$ cat src/rtl/core/abcrs_pkg.sv
`timescale 1ns / 1ps

package abcrs_pkg;

  // Register reset values.
  localparam logic [31:0] RecordMagicRst    = 32'h5243_4647;
  localparam logic [31:0] CurrentVersionRst = 32'h0000_0002;
  localparam logic [31:0] LegacyVersionRst  = 32'h0000_0001;
  localparam logic [31:0] ChecksumSaltRst   = 32'ha5c3_5a3c;

  // Last usable sequence number.
  localparam logic [31:0] SeqLast = 32'hffff_ffff;

  // Configuration register indexes.
  localparam logic [1:0] CFG_RECORD_MAGIC    = 2'd0;
  localparam logic [1:0] CFG_CURRENT_VERSION = 2'd1;
  localparam logic [1:0] CFG_LEGACY_VERSION  = 2'd2;
  localparam logic [1:0] CFG_CHECKSUM_SALT   = 2'd3;

  // Item kinds.
  localparam logic KIND_OFFER = 1'b0;
  localparam logic KIND_BUILD = 1'b1;

  // Record slots.
  localparam logic [1:0] SLOT_PRIMARY = 2'd0;
  localparam logic [1:0] SLOT_BACKUP  = 2'd1;
  localparam logic [1:0] SLOT_LEGACY  = 2'd2;

  // Result status codes.
  localparam logic [1:0] ST_OK         = 2'd0;
  localparam logic [1:0] ST_INVALID    = 2'd1;
  localparam logic [1:0] ST_EXHAUSTED  = 2'd2;
  localparam logic [1:0] ST_NONE_VALID = 2'd3;

  // Which kept record is selected.
  typedef enum logic [1:0] {
    SEL_NONE    = 2'd0,
    SEL_PRIMARY = 2'd1,
    SEL_BACKUP  = 2'd2,
    SEL_LEGACY  = 2'd3
  } sel_t;

  typedef struct packed {
    logic [31:0] record_magic;
    logic [31:0] current_version;
    logic [31:0] legacy_version;
    logic [31:0] checksum_salt;
  } cfg_t;

  typedef struct packed {
    logic        kind;
    logic        first;
    logic [1:0]  slot;
    logic [31:0] rec_magic;
    logic [31:0] rec_version;
    logic [31:0] rec_on_level;
    logic [31:0] rec_off_level;
    logic [31:0] rec_delay;
    logic [31:0] rec_limit;
    logic [31:0] rec_sequence;
    logic [31:0] rec_check;
  } in_t;

  typedef struct packed {
    logic [1:0]  status;
    logic        found;
    logic        chosen_slot;
    logic        from_legacy;
    logic [31:0] sel_on_level;
    logic [31:0] sel_off_level;
    logic [31:0] sel_delay;
    logic [31:0] sel_limit;
    logic [31:0] sel_sequence;
    logic [31:0] new_check;
    logic        target_slot;
  } out_t;

  // Level and timing values of one record.
  typedef struct packed {
    logic [31:0] on_level;
    logic [31:0] off_level;
    logic [31:0] delay;
    logic [31:0] limit;
  } lvl_t;

  // A kept primary or backup record.
  typedef struct packed {
    lvl_t        lvl;
    logic [31:0] seq;
  } rec_t;

  // Validation flags of the current item.
  typedef struct packed {
    logic slot_good;
    logic legacy_good;
    logic vals_ok;
  } chk_t;

  // Kept records as seen by the selector.
  typedef struct packed {
    logic pri_ok;
    logic bak_ok;
    logic leg_ok;
    rec_t pri;
    rec_t bak;
    lvl_t leg;
  } kept_t;

endpackage

$ cat src/rtl/core/abcrs_check.sv
`timescale 1ns / 1ps

module abcrs_check (
  input  abcrs_pkg::in_t  item,
  input  abcrs_pkg::cfg_t cfg,
  output abcrs_pkg::chk_t chk
);
  import abcrs_pkg::*;

  logic [31:0] xsum;
  logic        magic_ok;

  // XOR of the record words and the salt, without sequence and check word.
  assign xsum = item.rec_magic ^ item.rec_version ^ item.rec_on_level ^
                item.rec_off_level ^ item.rec_delay ^ item.rec_limit ^
                cfg.checksum_salt;

  assign magic_ok = item.rec_magic == cfg.record_magic;

  // Levels must be ordered and the delay must fit in the timeout.
  assign chk.vals_ok = (item.rec_on_level > item.rec_off_level) &&
                       (item.rec_delay <= item.rec_limit);

  // Slot records carry the sequence inside the check word; legacy ones do not.
  assign chk.slot_good = magic_ok && (item.rec_version == cfg.current_version) &&
                         (item.rec_check == (xsum ^ item.rec_sequence)) && chk.vals_ok;
  assign chk.legacy_good = magic_ok && (item.rec_version == cfg.legacy_version) &&
                           (item.rec_check == xsum) && chk.vals_ok;

endmodule

$ cat src/rtl/core/abcrs_select.sv
`timescale 1ns / 1ps

module abcrs_select (
  input  abcrs_pkg::in_t   item,
  input  abcrs_pkg::cfg_t  cfg,
  input  abcrs_pkg::kept_t kept,
  input  abcrs_pkg::chk_t  chk,
  input  logic             good,
  output abcrs_pkg::out_t  res
);
  import abcrs_pkg::*;

  sel_t        sel;
  lvl_t        sel_lvl;
  logic [31:0] sel_seq;
  logic        slot_sel;
  logic [31:0] next_seq;

  // Primary wins ties; legacy only when neither slot record is kept.
  always_comb begin
    if (kept.pri_ok && (!kept.bak_ok || (kept.pri.seq >= kept.bak.seq))) begin
      sel = SEL_PRIMARY;
    end else if (kept.bak_ok) begin
      sel = SEL_BACKUP;
    end else if (kept.leg_ok) begin
      sel = SEL_LEGACY;
    end else begin
      sel = SEL_NONE;
    end
  end

  // Values of the selected record.
  always_comb begin
    case (sel)
      SEL_PRIMARY: begin
        sel_lvl = kept.pri.lvl;
        sel_seq = kept.pri.seq;
      end
      SEL_BACKUP: begin
        sel_lvl = kept.bak.lvl;
        sel_seq = kept.bak.seq;
      end
      SEL_LEGACY: begin
        sel_lvl = kept.leg;
        sel_seq = '0;
      end
      default: begin
        sel_lvl = '0;
        sel_seq = '0;
      end
    endcase
  end

  assign slot_sel = (sel == SEL_PRIMARY) || (sel == SEL_BACKUP);
  assign next_seq = slot_sel ? (sel_seq + 32'd1) : 32'd1;

  // Result beat for an offer or a build.
  always_comb begin
    res               = '0;
    res.found         = sel != SEL_NONE;
    res.chosen_slot   = sel == SEL_BACKUP;
    res.from_legacy   = sel == SEL_LEGACY;
    res.sel_on_level  = sel_lvl.on_level;
    res.sel_off_level = sel_lvl.off_level;
    res.sel_delay     = sel_lvl.delay;
    res.sel_limit     = sel_lvl.limit;
    if (item.kind == KIND_OFFER) begin
      res.sel_sequence = sel_seq;
      if (good) begin
        res.status = ST_OK;
      end else if (sel != SEL_NONE) begin
        res.status = ST_INVALID;
      end else begin
        res.status = ST_NONE_VALID;
      end
    end else if (!chk.vals_ok) begin
      res.status = ST_INVALID;
    end else if (slot_sel && (sel_seq == SeqLast)) begin
      res.status = ST_EXHAUSTED;
    end else begin
      res.status       = ST_OK;
      res.sel_sequence = next_seq;
      res.target_slot  = (sel == SEL_PRIMARY) || (sel == SEL_LEGACY);
      res.new_check    = cfg.record_magic ^ cfg.current_version ^ item.rec_on_level ^
                         item.rec_off_level ^ item.rec_delay ^ item.rec_limit ^
                         next_seq ^ cfg.checksum_salt;
    end
  end

endmodule

$ cat src/rtl/core/ab_config_record_selector_core.sv
`timescale 1ns / 1ps
// A result beat passes the input register, then the result register; the input stage
// waits while the result register holds a stalled beat.
// Throughput: one item per cycle unless stalled; kept records update with the result.
// Reset clears the handshake state and the record valid bits and loads the
// register defaults; kept record values are not cleared.

module ab_config_record_selector_core (
  input  logic             clk,
  input  logic             rst_n,
  input  logic             cfg_we,
  input  logic [1:0]       cfg_idx,
  input  logic [31:0]      cfg_wdata,
  input  logic             in_valid,
  output logic             in_stall,
  input  abcrs_pkg::in_t   in_data,
  output logic             out_valid,
  input  logic             out_stall,
  output abcrs_pkg::out_t  out_data
);
  import abcrs_pkg::*;

  cfg_t  cfg_r;
  in_t   in_r;
  logic  in_valid_r;
  out_t  out_r;
  logic  out_valid_r;

  logic  pri_ok_r, bak_ok_r, leg_ok_r;
  logic  pri_ok_nxt, bak_ok_nxt, leg_ok_nxt;
  rec_t  pri_r, bak_r, pri_nxt, bak_nxt;
  lvl_t  leg_r, leg_nxt;

  chk_t  chk;
  kept_t kept;
  out_t  res;
  logic  good;
  logic  can_load;
  logic  fire;
  rec_t  item_rec;

  // Configuration registers.
  always_ff @(posedge clk) begin
    if (!rst_n) begin
      cfg_r.record_magic    <= RecordMagicRst;
      cfg_r.current_version <= CurrentVersionRst;
      cfg_r.legacy_version  <= LegacyVersionRst;
      cfg_r.checksum_salt   <= ChecksumSaltRst;
    end else if (cfg_we) begin
      case (cfg_idx)
        CFG_RECORD_MAGIC:    cfg_r.record_magic    <= cfg_wdata;
        CFG_CURRENT_VERSION: cfg_r.current_version <= cfg_wdata;
        CFG_LEGACY_VERSION:  cfg_r.legacy_version  <= cfg_wdata;
        CFG_CHECKSUM_SALT:   cfg_r.checksum_salt   <= cfg_wdata;
        default: ;
      endcase
    end
  end

  // Handshake: the input stage moves on whenever the result register is free.
  assign can_load = !out_valid_r || !out_stall;
  assign fire     = in_valid_r && can_load;
  assign in_stall = in_valid_r && !can_load;

  always_ff @(posedge clk) begin
    if (!rst_n) begin
      in_valid_r <= 1'b0;
    end else if (!in_stall) begin
      in_valid_r <= in_valid;
    end
  end

  always_ff @(posedge clk) begin
    if (!in_stall && in_valid) begin
      in_r <= in_data;
    end
  end

  abcrs_check u_check (
    .item (in_r),
    .cfg  (cfg_r),
    .chk  (chk)
  );

  assign item_rec.lvl.on_level  = in_r.rec_on_level;
  assign item_rec.lvl.off_level = in_r.rec_off_level;
  assign item_rec.lvl.delay     = in_r.rec_delay;
  assign item_rec.lvl.limit     = in_r.rec_limit;
  assign item_rec.seq           = in_r.rec_sequence;

  // Kept records after this item: first clears, an offer updates its slot.
  always_comb begin
    pri_ok_nxt = pri_ok_r && !in_r.first;
    bak_ok_nxt = bak_ok_r && !in_r.first;
    leg_ok_nxt = leg_ok_r && !in_r.first;
    pri_nxt    = pri_r;
    bak_nxt    = bak_r;
    leg_nxt    = leg_r;
    good       = 1'b0;
    if (in_r.kind == KIND_OFFER) begin
      case (in_r.slot)
        SLOT_PRIMARY: begin
          good       = chk.slot_good;
          pri_ok_nxt = chk.slot_good;
          if (chk.slot_good) begin
            pri_nxt = item_rec;
          end
        end
        SLOT_BACKUP: begin
          good       = chk.slot_good;
          bak_ok_nxt = chk.slot_good;
          if (chk.slot_good) begin
            bak_nxt = item_rec;
          end
        end
        SLOT_LEGACY: begin
          good       = chk.legacy_good;
          leg_ok_nxt = chk.legacy_good;
          if (chk.legacy_good) begin
            leg_nxt = item_rec.lvl;
          end
        end
        default: ;
      endcase
    end
  end

  assign kept.pri_ok = pri_ok_nxt;
  assign kept.bak_ok = bak_ok_nxt;
  assign kept.leg_ok = leg_ok_nxt;
  assign kept.pri    = pri_nxt;
  assign kept.bak    = bak_nxt;
  assign kept.leg    = leg_nxt;

  abcrs_select u_select (
    .item (in_r),
    .cfg  (cfg_r),
    .kept (kept),
    .chk  (chk),
    .good (good),
    .res  (res)
  );

  // Record valid bits.
  always_ff @(posedge clk) begin
    if (!rst_n) begin
      pri_ok_r <= 1'b0;
      bak_ok_r <= 1'b0;
      leg_ok_r <= 1'b0;
    end else if (fire) begin
      pri_ok_r <= pri_ok_nxt;
      bak_ok_r <= bak_ok_nxt;
      leg_ok_r <= leg_ok_nxt;
    end
  end

  // Record values, read only while their valid bit is set.
  always_ff @(posedge clk) begin
    if (fire) begin
      pri_r <= pri_nxt;
      bak_r <= bak_nxt;
      leg_r <= leg_nxt;
    end
  end

  // Result register.
  always_ff @(posedge clk) begin
    if (!rst_n) begin
      out_valid_r <= 1'b0;
    end else if (can_load) begin
      out_valid_r <= in_valid_r;
    end
  end

  always_ff @(posedge clk) begin
    if (fire) begin
      out_r <= res;
    end
  end

  assign out_valid = out_valid_r;
  assign out_data  = out_r;

  // An item in the input stage always reaches the result register next.
  a_fire_lands: assert property (@(posedge clk) disable iff (!rst_n)
    fire |=> out_valid_r)
    else $error("accepted item did not reach the result register");

  // Backup and legacy selections exclude each other.
  a_sel_excl: assert property (@(posedge clk) disable iff (!rst_n)
    out_valid_r |-> !(out_r.chosen_slot && out_r.from_legacy))
    else $error("backup and legacy both flagged as selected");

  // Without a selection neither slot flag may be set.
  a_none_clean: assert property (@(posedge clk) disable iff (!rst_n)
    (out_valid_r && !out_r.found) |-> (!out_r.chosen_slot && !out_r.from_legacy))
    else $error("slot flags set while nothing is selected");

  // An exhausted sequence comes only from a selected primary or backup record.
  a_exhaust_src: assert property (@(posedge clk) disable iff (!rst_n)
    (out_valid_r && (out_r.status == ST_EXHAUSTED)) |->
      (out_r.found && !out_r.from_legacy && (out_r.new_check == 32'd0)))
    else $error("exhausted status without a slot selection");

endmodule
$ cat config.mk
export PLATFORM = sky130hd
export DESIGN_NAME = ab_config_record_selector_core
export DESIGN_NICKNAME = d
export VERILOG_FILES = /design/src/rtl/core/abcrs_pkg.sv /design/src/rtl/core/abcrs_check.sv /design/src/rtl/core/abcrs_select.sv /design/src/rtl/core/ab_config_record_selector_core.sv
export SDC_FILE = /design/constraint.sdc
export NUM_CORES = 2
export LEC_CHECK = 0
export BUFFER_PORTS_ARGS = -buffer_cell sky130_fd_sc_hd__buf_2
export CORE_MARGIN = 2
export CORE_UTILIZATION = 54
export CTS_CLUSTER_SIZE = 30
export DETAILED_ROUTE_END_ITERATION = 10
export PLACE_DENSITY = 0.74
export SLEW_MARGIN = 10
export SYNTH_ARGS = -nofsm -noshare
export SYNTH_HDL_FRONTEND = slang
export SYNTH_HIERARCHICAL = 1
export SYNTH_SLANG_ARGS = --single-unit
$ cat constraint.sdc
create_clock -name clk -period 80.3 [get_ports clk]
set_input_delay 12.045 -clock clk [delete_from_list [all_inputs] [get_ports clk]]
set_output_delay 12.045 -clock clk [all_outputs]
set_load 0.02 [all_outputs]
Word level (Yosys, flattened, before mapping)
Cells that the tools add are included.

Multiplexer cells: 31. Reductions and logical operators: 34. Bitwise operators: 16. Equal/unequal tests: 14. Order comparisons: 3. $add $sub $neg: 1.

Operators with widths (number): 160-bit two-way mux (6); 32-bit XOR (14); 128-bit two-way mux (3); 128-bit case mux with 3 select lines (1); 32-bit equality test (5); 65-bit two-way mux (2); 32-bit two-way mux (2); 32-bit case mux with 2 select lines (1); 32-bit by 1-bit adder with 32-bit output, second input constant (1); 32-bit equality test, second input constant (1); 32-bit greater-or-equal comparator (1); 32-bit greater-than comparator (1); 32-bit less-or-equal comparator (1); 2-bit two-way mux (8); 1-bit logical AND (15); 2-bit equality test, second input constant (5); 2-bit AND reduction (4); 1-bit two-way mux (7); 2-bit by 1-bit equality test with 1-bit output, second input constant (3); 1-bit logical NOT (6); 2-bit logical NOT (2); 1-bit logical OR (4); 3-bit OR reduction (1); 1-bit inverter (2); other kinds (3) (3).

Register bits: 1039. Word-level logic and storage cells: 144.

Depth between registers and ports, before layout
Depth in word-level cells: 26. Mapped depth: 38.

Modules after synthesis
The synthesis kept the hierarchy.

By module, submodules not included: ab_config_record_selector_core (instances 1, sequential area each 29868.6 µm², cells an instance 1998, area an instance 37594.8 µm²); abcrs_select (instances 1, sequential area each 0.0 µm², cells an instance 1106, area an instance 7612.3 µm²); abcrs_check (instances 1, sequential area each 0.0 µm², cells an instance 633, area an instance 5226.3 µm²).

Least setup slack after synthesis
Ideal clock, no wire load.

Path kind: input to register. Start: in out_stall. End: reg leg_ok_r. Library setup time: 1.254 ns. Stages: 2. Arrival time: 43.444 ns. Data required time: 79.046 ns. Slack: 35.602 ns. Cells stage by stage: a21boi_1 a31oi_1.

Cells in the longest elaborated chain, start to end: 3.

Ends and longest elaborated chain: start, declared (RTL line ab_config_record_selector_core.sv:18) `input logic out_stall,`; 1-bit logical NOT (RTL line ab_config_record_selector_core.sv:61) `assign can_load = !out_valid_r || !out_stall;`; 1-bit logical OR (RTL line ab_config_record_selector_core.sv:61); 1-bit logical AND (RTL line ab_config_record_selector_core.sv:62) `assign fire = in_valid_r && can_load;`; end signal, assigned (RTL line ab_config_record_selector_core.sv:153) `leg_ok_r <= leg_ok_nxt;`; end, declared (RTL line ab_config_record_selector_core.sv:29) `logic pri_ok_r, bak_ok_r, leg_ok_r;`.

Every way passes these cells. A chain may end at the register's enable or synchronous reset.

Final worst setup path
Start: in out_stall. End: out in_stall.

Cells in the longest elaborated chain, start to end: 4.

Ends and longest elaborated chain: 1-bit logical NOT (RTL line ab_config_record_selector_core.sv:61); 1-bit logical OR (RTL line ab_config_record_selector_core.sv:61); 1-bit logical NOT (RTL line ab_config_record_selector_core.sv:63) `assign in_stall = in_valid_r && !can_load;`; 1-bit logical AND (RTL line ab_config_record_selector_core.sv:63); end, declared (RTL line ab_config_record_selector_core.sv:15) `output logic in_stall,`.

Every way passes these cells.

==> impl_metrics.csv <==
group,metric,value,unit
critical_path,crit_required,68.25,ns
placed_design,post-dp-hpwl,107,mm
yosys,synth.avg_cell_area,13.5,µm²
pwr,cell_internal_pwr,0.951,mW
timing,finalClockSkew,0.0715,ns
clock_tree,numCtsBuffers,106,
pwr,clock_power_share,39.4,%
yosys,synth_sequential_area_ratio,59.2,%
yosys,yosys_warnings,6,
timing,fin_crit,24.66,ns
run_status,outcome,"complete, no violations",
yosys,async_flop_share,0,%
run,number_of_maximum_capacitance_constraint_violations,0,
critical_path,cp.buffers_inverters,2,
yosys,syn-instance-count,3737,
yosys,synth.area.top_cells,"sky130_fd_sc_hd__edfxtp_1, sky130_fd_sc_hd__mux2_2, sky130_fd_sc_hd__xnor2_1",
yosys,synthesis.nets,4137,
floorplan,initial_core_util,54.3,%
floorplan,core_area,92900,µm²
routing,via_count,34000,
clock_tree,h-tree-depth,3,
timing,fmax,40.5,MHz
clock_tree,clock_tree_from_tritoncts,"done",
layout,instances_no_fill,5560,
clock_tree,worst_skew_pair.late_latency,0.72,ns
floorplan,die_outline_area,95900,µm²
timing,max_slew_margin,13.5,%
timing,number_of_setup_violations_in_the_final_report,0,
critical_path,slowest_delay,0.26,ns
yosys,yosysUniqueCellTypes,89,
layout,filler_cell_count,7166,
clock_tree,holdBufCountCts,0,
placed_design,finalWeightedCongestion,0.976,
timing,grt_setup_unrepaired,"false",
yosys,synth_enable_flop_cells,906,
timing,worstMarginPinSlew,1.29,ns
critical_path,crit_type,"in2out",
timing,fin_tns_setup,0,ns
routing,drt_pass1_iterations,10,
clock_tree,postCtsResizedCells,0,
critical_path,crit_path_start_kind,"input port",
placed_design,detailedPlace.worstSlack,55.64,ns
layout,layout.core_utilization,61.9,%
grt,vias_in_the_first_global_route,32000,
timing,finalCritPeriodShare,30.7,%
clock_tree,clock_sink_count,1039,
yosys,synth_largest_area_cell,"sky130_fd_sc_hd__edfxtp_1",
yosys,synth.ff_latch_count,1039,
pwr,leakagePower,18.7,nW
yosys,post_synth_most_frequent_cells,"sky130_fd_sc_hd__edfxtp_1, sky130_fd_sc_hd__mux2_2, sky130_fd_sc_hd__xnor2_1",
pwr,worst_ir_drop_vdd,18.2,µV
floorplan,die_wd,310,µm
routing,detail-route-antenna-nets,0,
timing,final_critical_path_setup_slack,55.64,ns
critical_path,cp.arrival,12.62,ns
floorplan,floorplan_row_count,112,
grt,grt_antenna_before_repair,23,
grt,grt_first_pass_wirelength,214,mm
critical_path,critPathTopFamily,"buffers and inverters",
pwr,p_seq_share,48.6,%
placed_design,numPortBuffers,498,
clock_tree,cts_setup_buffers,0,
critical_path,highest_delay_cell_along_the_critical_path,"sky130_fd_sc_hd__and3_1",
yosys,yosysTopAreaCellShare,53.9,%
layout,nets_final,4607,
hold_path,hold_class,"reg2reg",
timing,timing.final.hold_violations,0,
clock_tree,clock_tree.root_cell,"sky130_fd_sc_hd__clkbuf_16",
pwr,power_per_cell_area,22.3,nW/µm²
critical_path,crit_top_cell,"sky130_fd_sc_hd__buf_2",
critical_path,worst_setup_path_end_kind,"output port",
yosys,synthesis.area,50400,µm²
grt,maximum_number_of_pins_on_one_net_before_global_route_repair,161,
routing,drt_wl_total,151,mm
layout,area_delta_synth_final,14.1,%
pwr,net_switching_power,0.332,mW
yosys,yosys.cell_count.top_type,"sky130_fd_sc_hd__edfxtp_1",
critical_path,worstPathMaxFanout,3,
layout,post_route_cells_drive_above_1_share,27.7,%
clock_tree,cts-root-to-sink-buffers,3,
critical_path,cell_chain_critical_path,"buf_2 > and3_1 > buf_2",
routing,drc,0,
pwr,p_sw_share,25.9,%
clock_tree,clkTransAtPathRegs,0.06,ns
grt,grt_overflow_total,0,
routing,detail_route.iter0.violations,4797,
yosys,postSynth.topFlopCell,"sky130_fd_sc_hd__edfxtp_1",
floorplan,die_h,310,µm
placed_design,place_inst,5353,
pwr,p_comb_share,12.0,%
grt,track_usage,30.8,%
timing,slew_violations,0,
routing,drt-vias-per-instance,6.11,
routing,wl_per_cell,27.1,µm
floorplan,pin_count,499,
[state kept, by name, summed over array words and instances (netlist names), 128 cells and up]
| register | cells |
|---|---|
| in_r | 260 |
| out_data | 198 |
| bak_r | 160 |
| pri_r | 160 |
| cfg_r | 128 |
| leg_r | 128 |
[stage by stage]
stage | total power, mW | instance area, µm² | hold slack, ns
floorplan | 0.743 | 50400 | 0.455
global placement | 0.784 | 53900 | 0.462
detailed placement | 0.786 | 53900 | 0.471
CTS | 1.29 | 57500 | 0.479
global route | 1.32 | 57500 | 0.492
finish | 1.28 | 57500 | 0.477
[power groups by stage]
stage               combinational (mW)  sequential (mW)  clock, mW
finish                           0.154            0.624      0.505
detailed placement               0.150            0.635          0
CTS                              0.151            0.624      0.512
global placement                 0.149            0.635          0
floorplan                       0.0880            0.655          0
global route                     0.161            0.625      0.531
[final timing paths]
kind	start	endpoint	slack (ns)	cells past startpoint
setup / recovery	out_stall	in_stall	55.64	3
hold / removal	cfg_r[45]	cfg_r[45]	0.48	2
setup reg to reg	in_r[209]	out_data[54]	68.23	30
hold reg to reg	cfg_r[45]	cfg_r[45]	0.48	2
[worst register-to-register path: cells and delay by family, from the launching register on]
family                     cells  cell delay [ns]
adders and majority gates      2             1.03
and+or+nand+nor               14             4.69
xor gates and xnor gates       1             0.28
buffers and inverters          4             2.06
muxes                          1             0.49
DFF                            1             0.56
AOI/OAI and AO/OA              8             2.67
[cells by family (layout without fill, tap and decap cells)]
group / count (synthesis) / in the layout / share of synthesized area [%]
and+or+nand+nor: 813 / 813 / 7.62
muxes: 465 / 465 / 10.3
other: 0 / 11 / 0
xor gates and xnor gates: 572 / 572 / 10.3
buffers and inverters: 289 / 847 / 2.78
DFF: 1039 / 1039 / 59.2
adders and majority gates: 101 / 101 / 2.51
AOI/OAI and AO/OA: 458 / 458 / 7.27
[cell type report]
cell class	instances	area (µm²)	area share, %
Antenna cell	11	27.5	0.0478
Clock buffer	124	2760	4.80
Clock inverter	72	791	1.37
Inverter	108	405	0.705
Multi-Input combinational cell	2409	19300	33.5
Sequential cell	1039	29900	51.9
Tap cell	1254	1570	2.73
Timing Repair Buffer	543	2850	4.95
[layer usage]
layer  up-vias  share of wire [%]  track usage [%]  routed length (µm)
li1      14900                  -                -                   -
met1     16900                 40             42.7               60100
met2      1888                 46             47.3               68600
met3       288                9.7             5.78               14700
met4        16                4.7             13.5                7130
met5         -              0.072                0                 108
[cell usage in the layout, fill, tap and decap left out, types with 18 or more instances in the layout]
cell,instances
sky130_fd_sc_hd__edfxtp_1,906
sky130_fd_sc_hd__buf_2,497
sky130_fd_sc_hd__mux2_2,433
sky130_fd_sc_hd__xnor2_1,393
sky130_fd_sc_hd__nand2_1,348
sky130_fd_sc_hd__nor2_1,194
sky130_fd_sc_hd__xor2_1,167
sky130_fd_sc_hd__dfxtp_1,133
sky130_fd_sc_hd__a222oi_1,128
sky130_fd_sc_hd__inv_1,108
sky130_fd_sc_hd__clkbuf_16,108
sky130_fd_sc_hd__a21boi_0,98
sky130_fd_sc_hd__ha_1,97
sky130_fd_sc_hd__a21oi_1,74
sky130_fd_sc_hd__nand3_1,60
sky130_fd_sc_hd__buf_4,45
sky130_fd_sc_hd__nand4_1,45
sky130_fd_sc_hd__o21ai_0,36
sky130_fd_sc_hd__nor4_1,34
sky130_fd_sc_hd__nor3_1,24
sky130_fd_sc_hd__clkinv_1,22
sky130_fd_sc_hd__clkinv_2,20
sky130_fd_sc_hd__a21o_1,20
sky130_fd_sc_hd__mux2_1,18
sky130_fd_sc_hd__a22oi_1,18
Power figures use the tool's default switching activity.
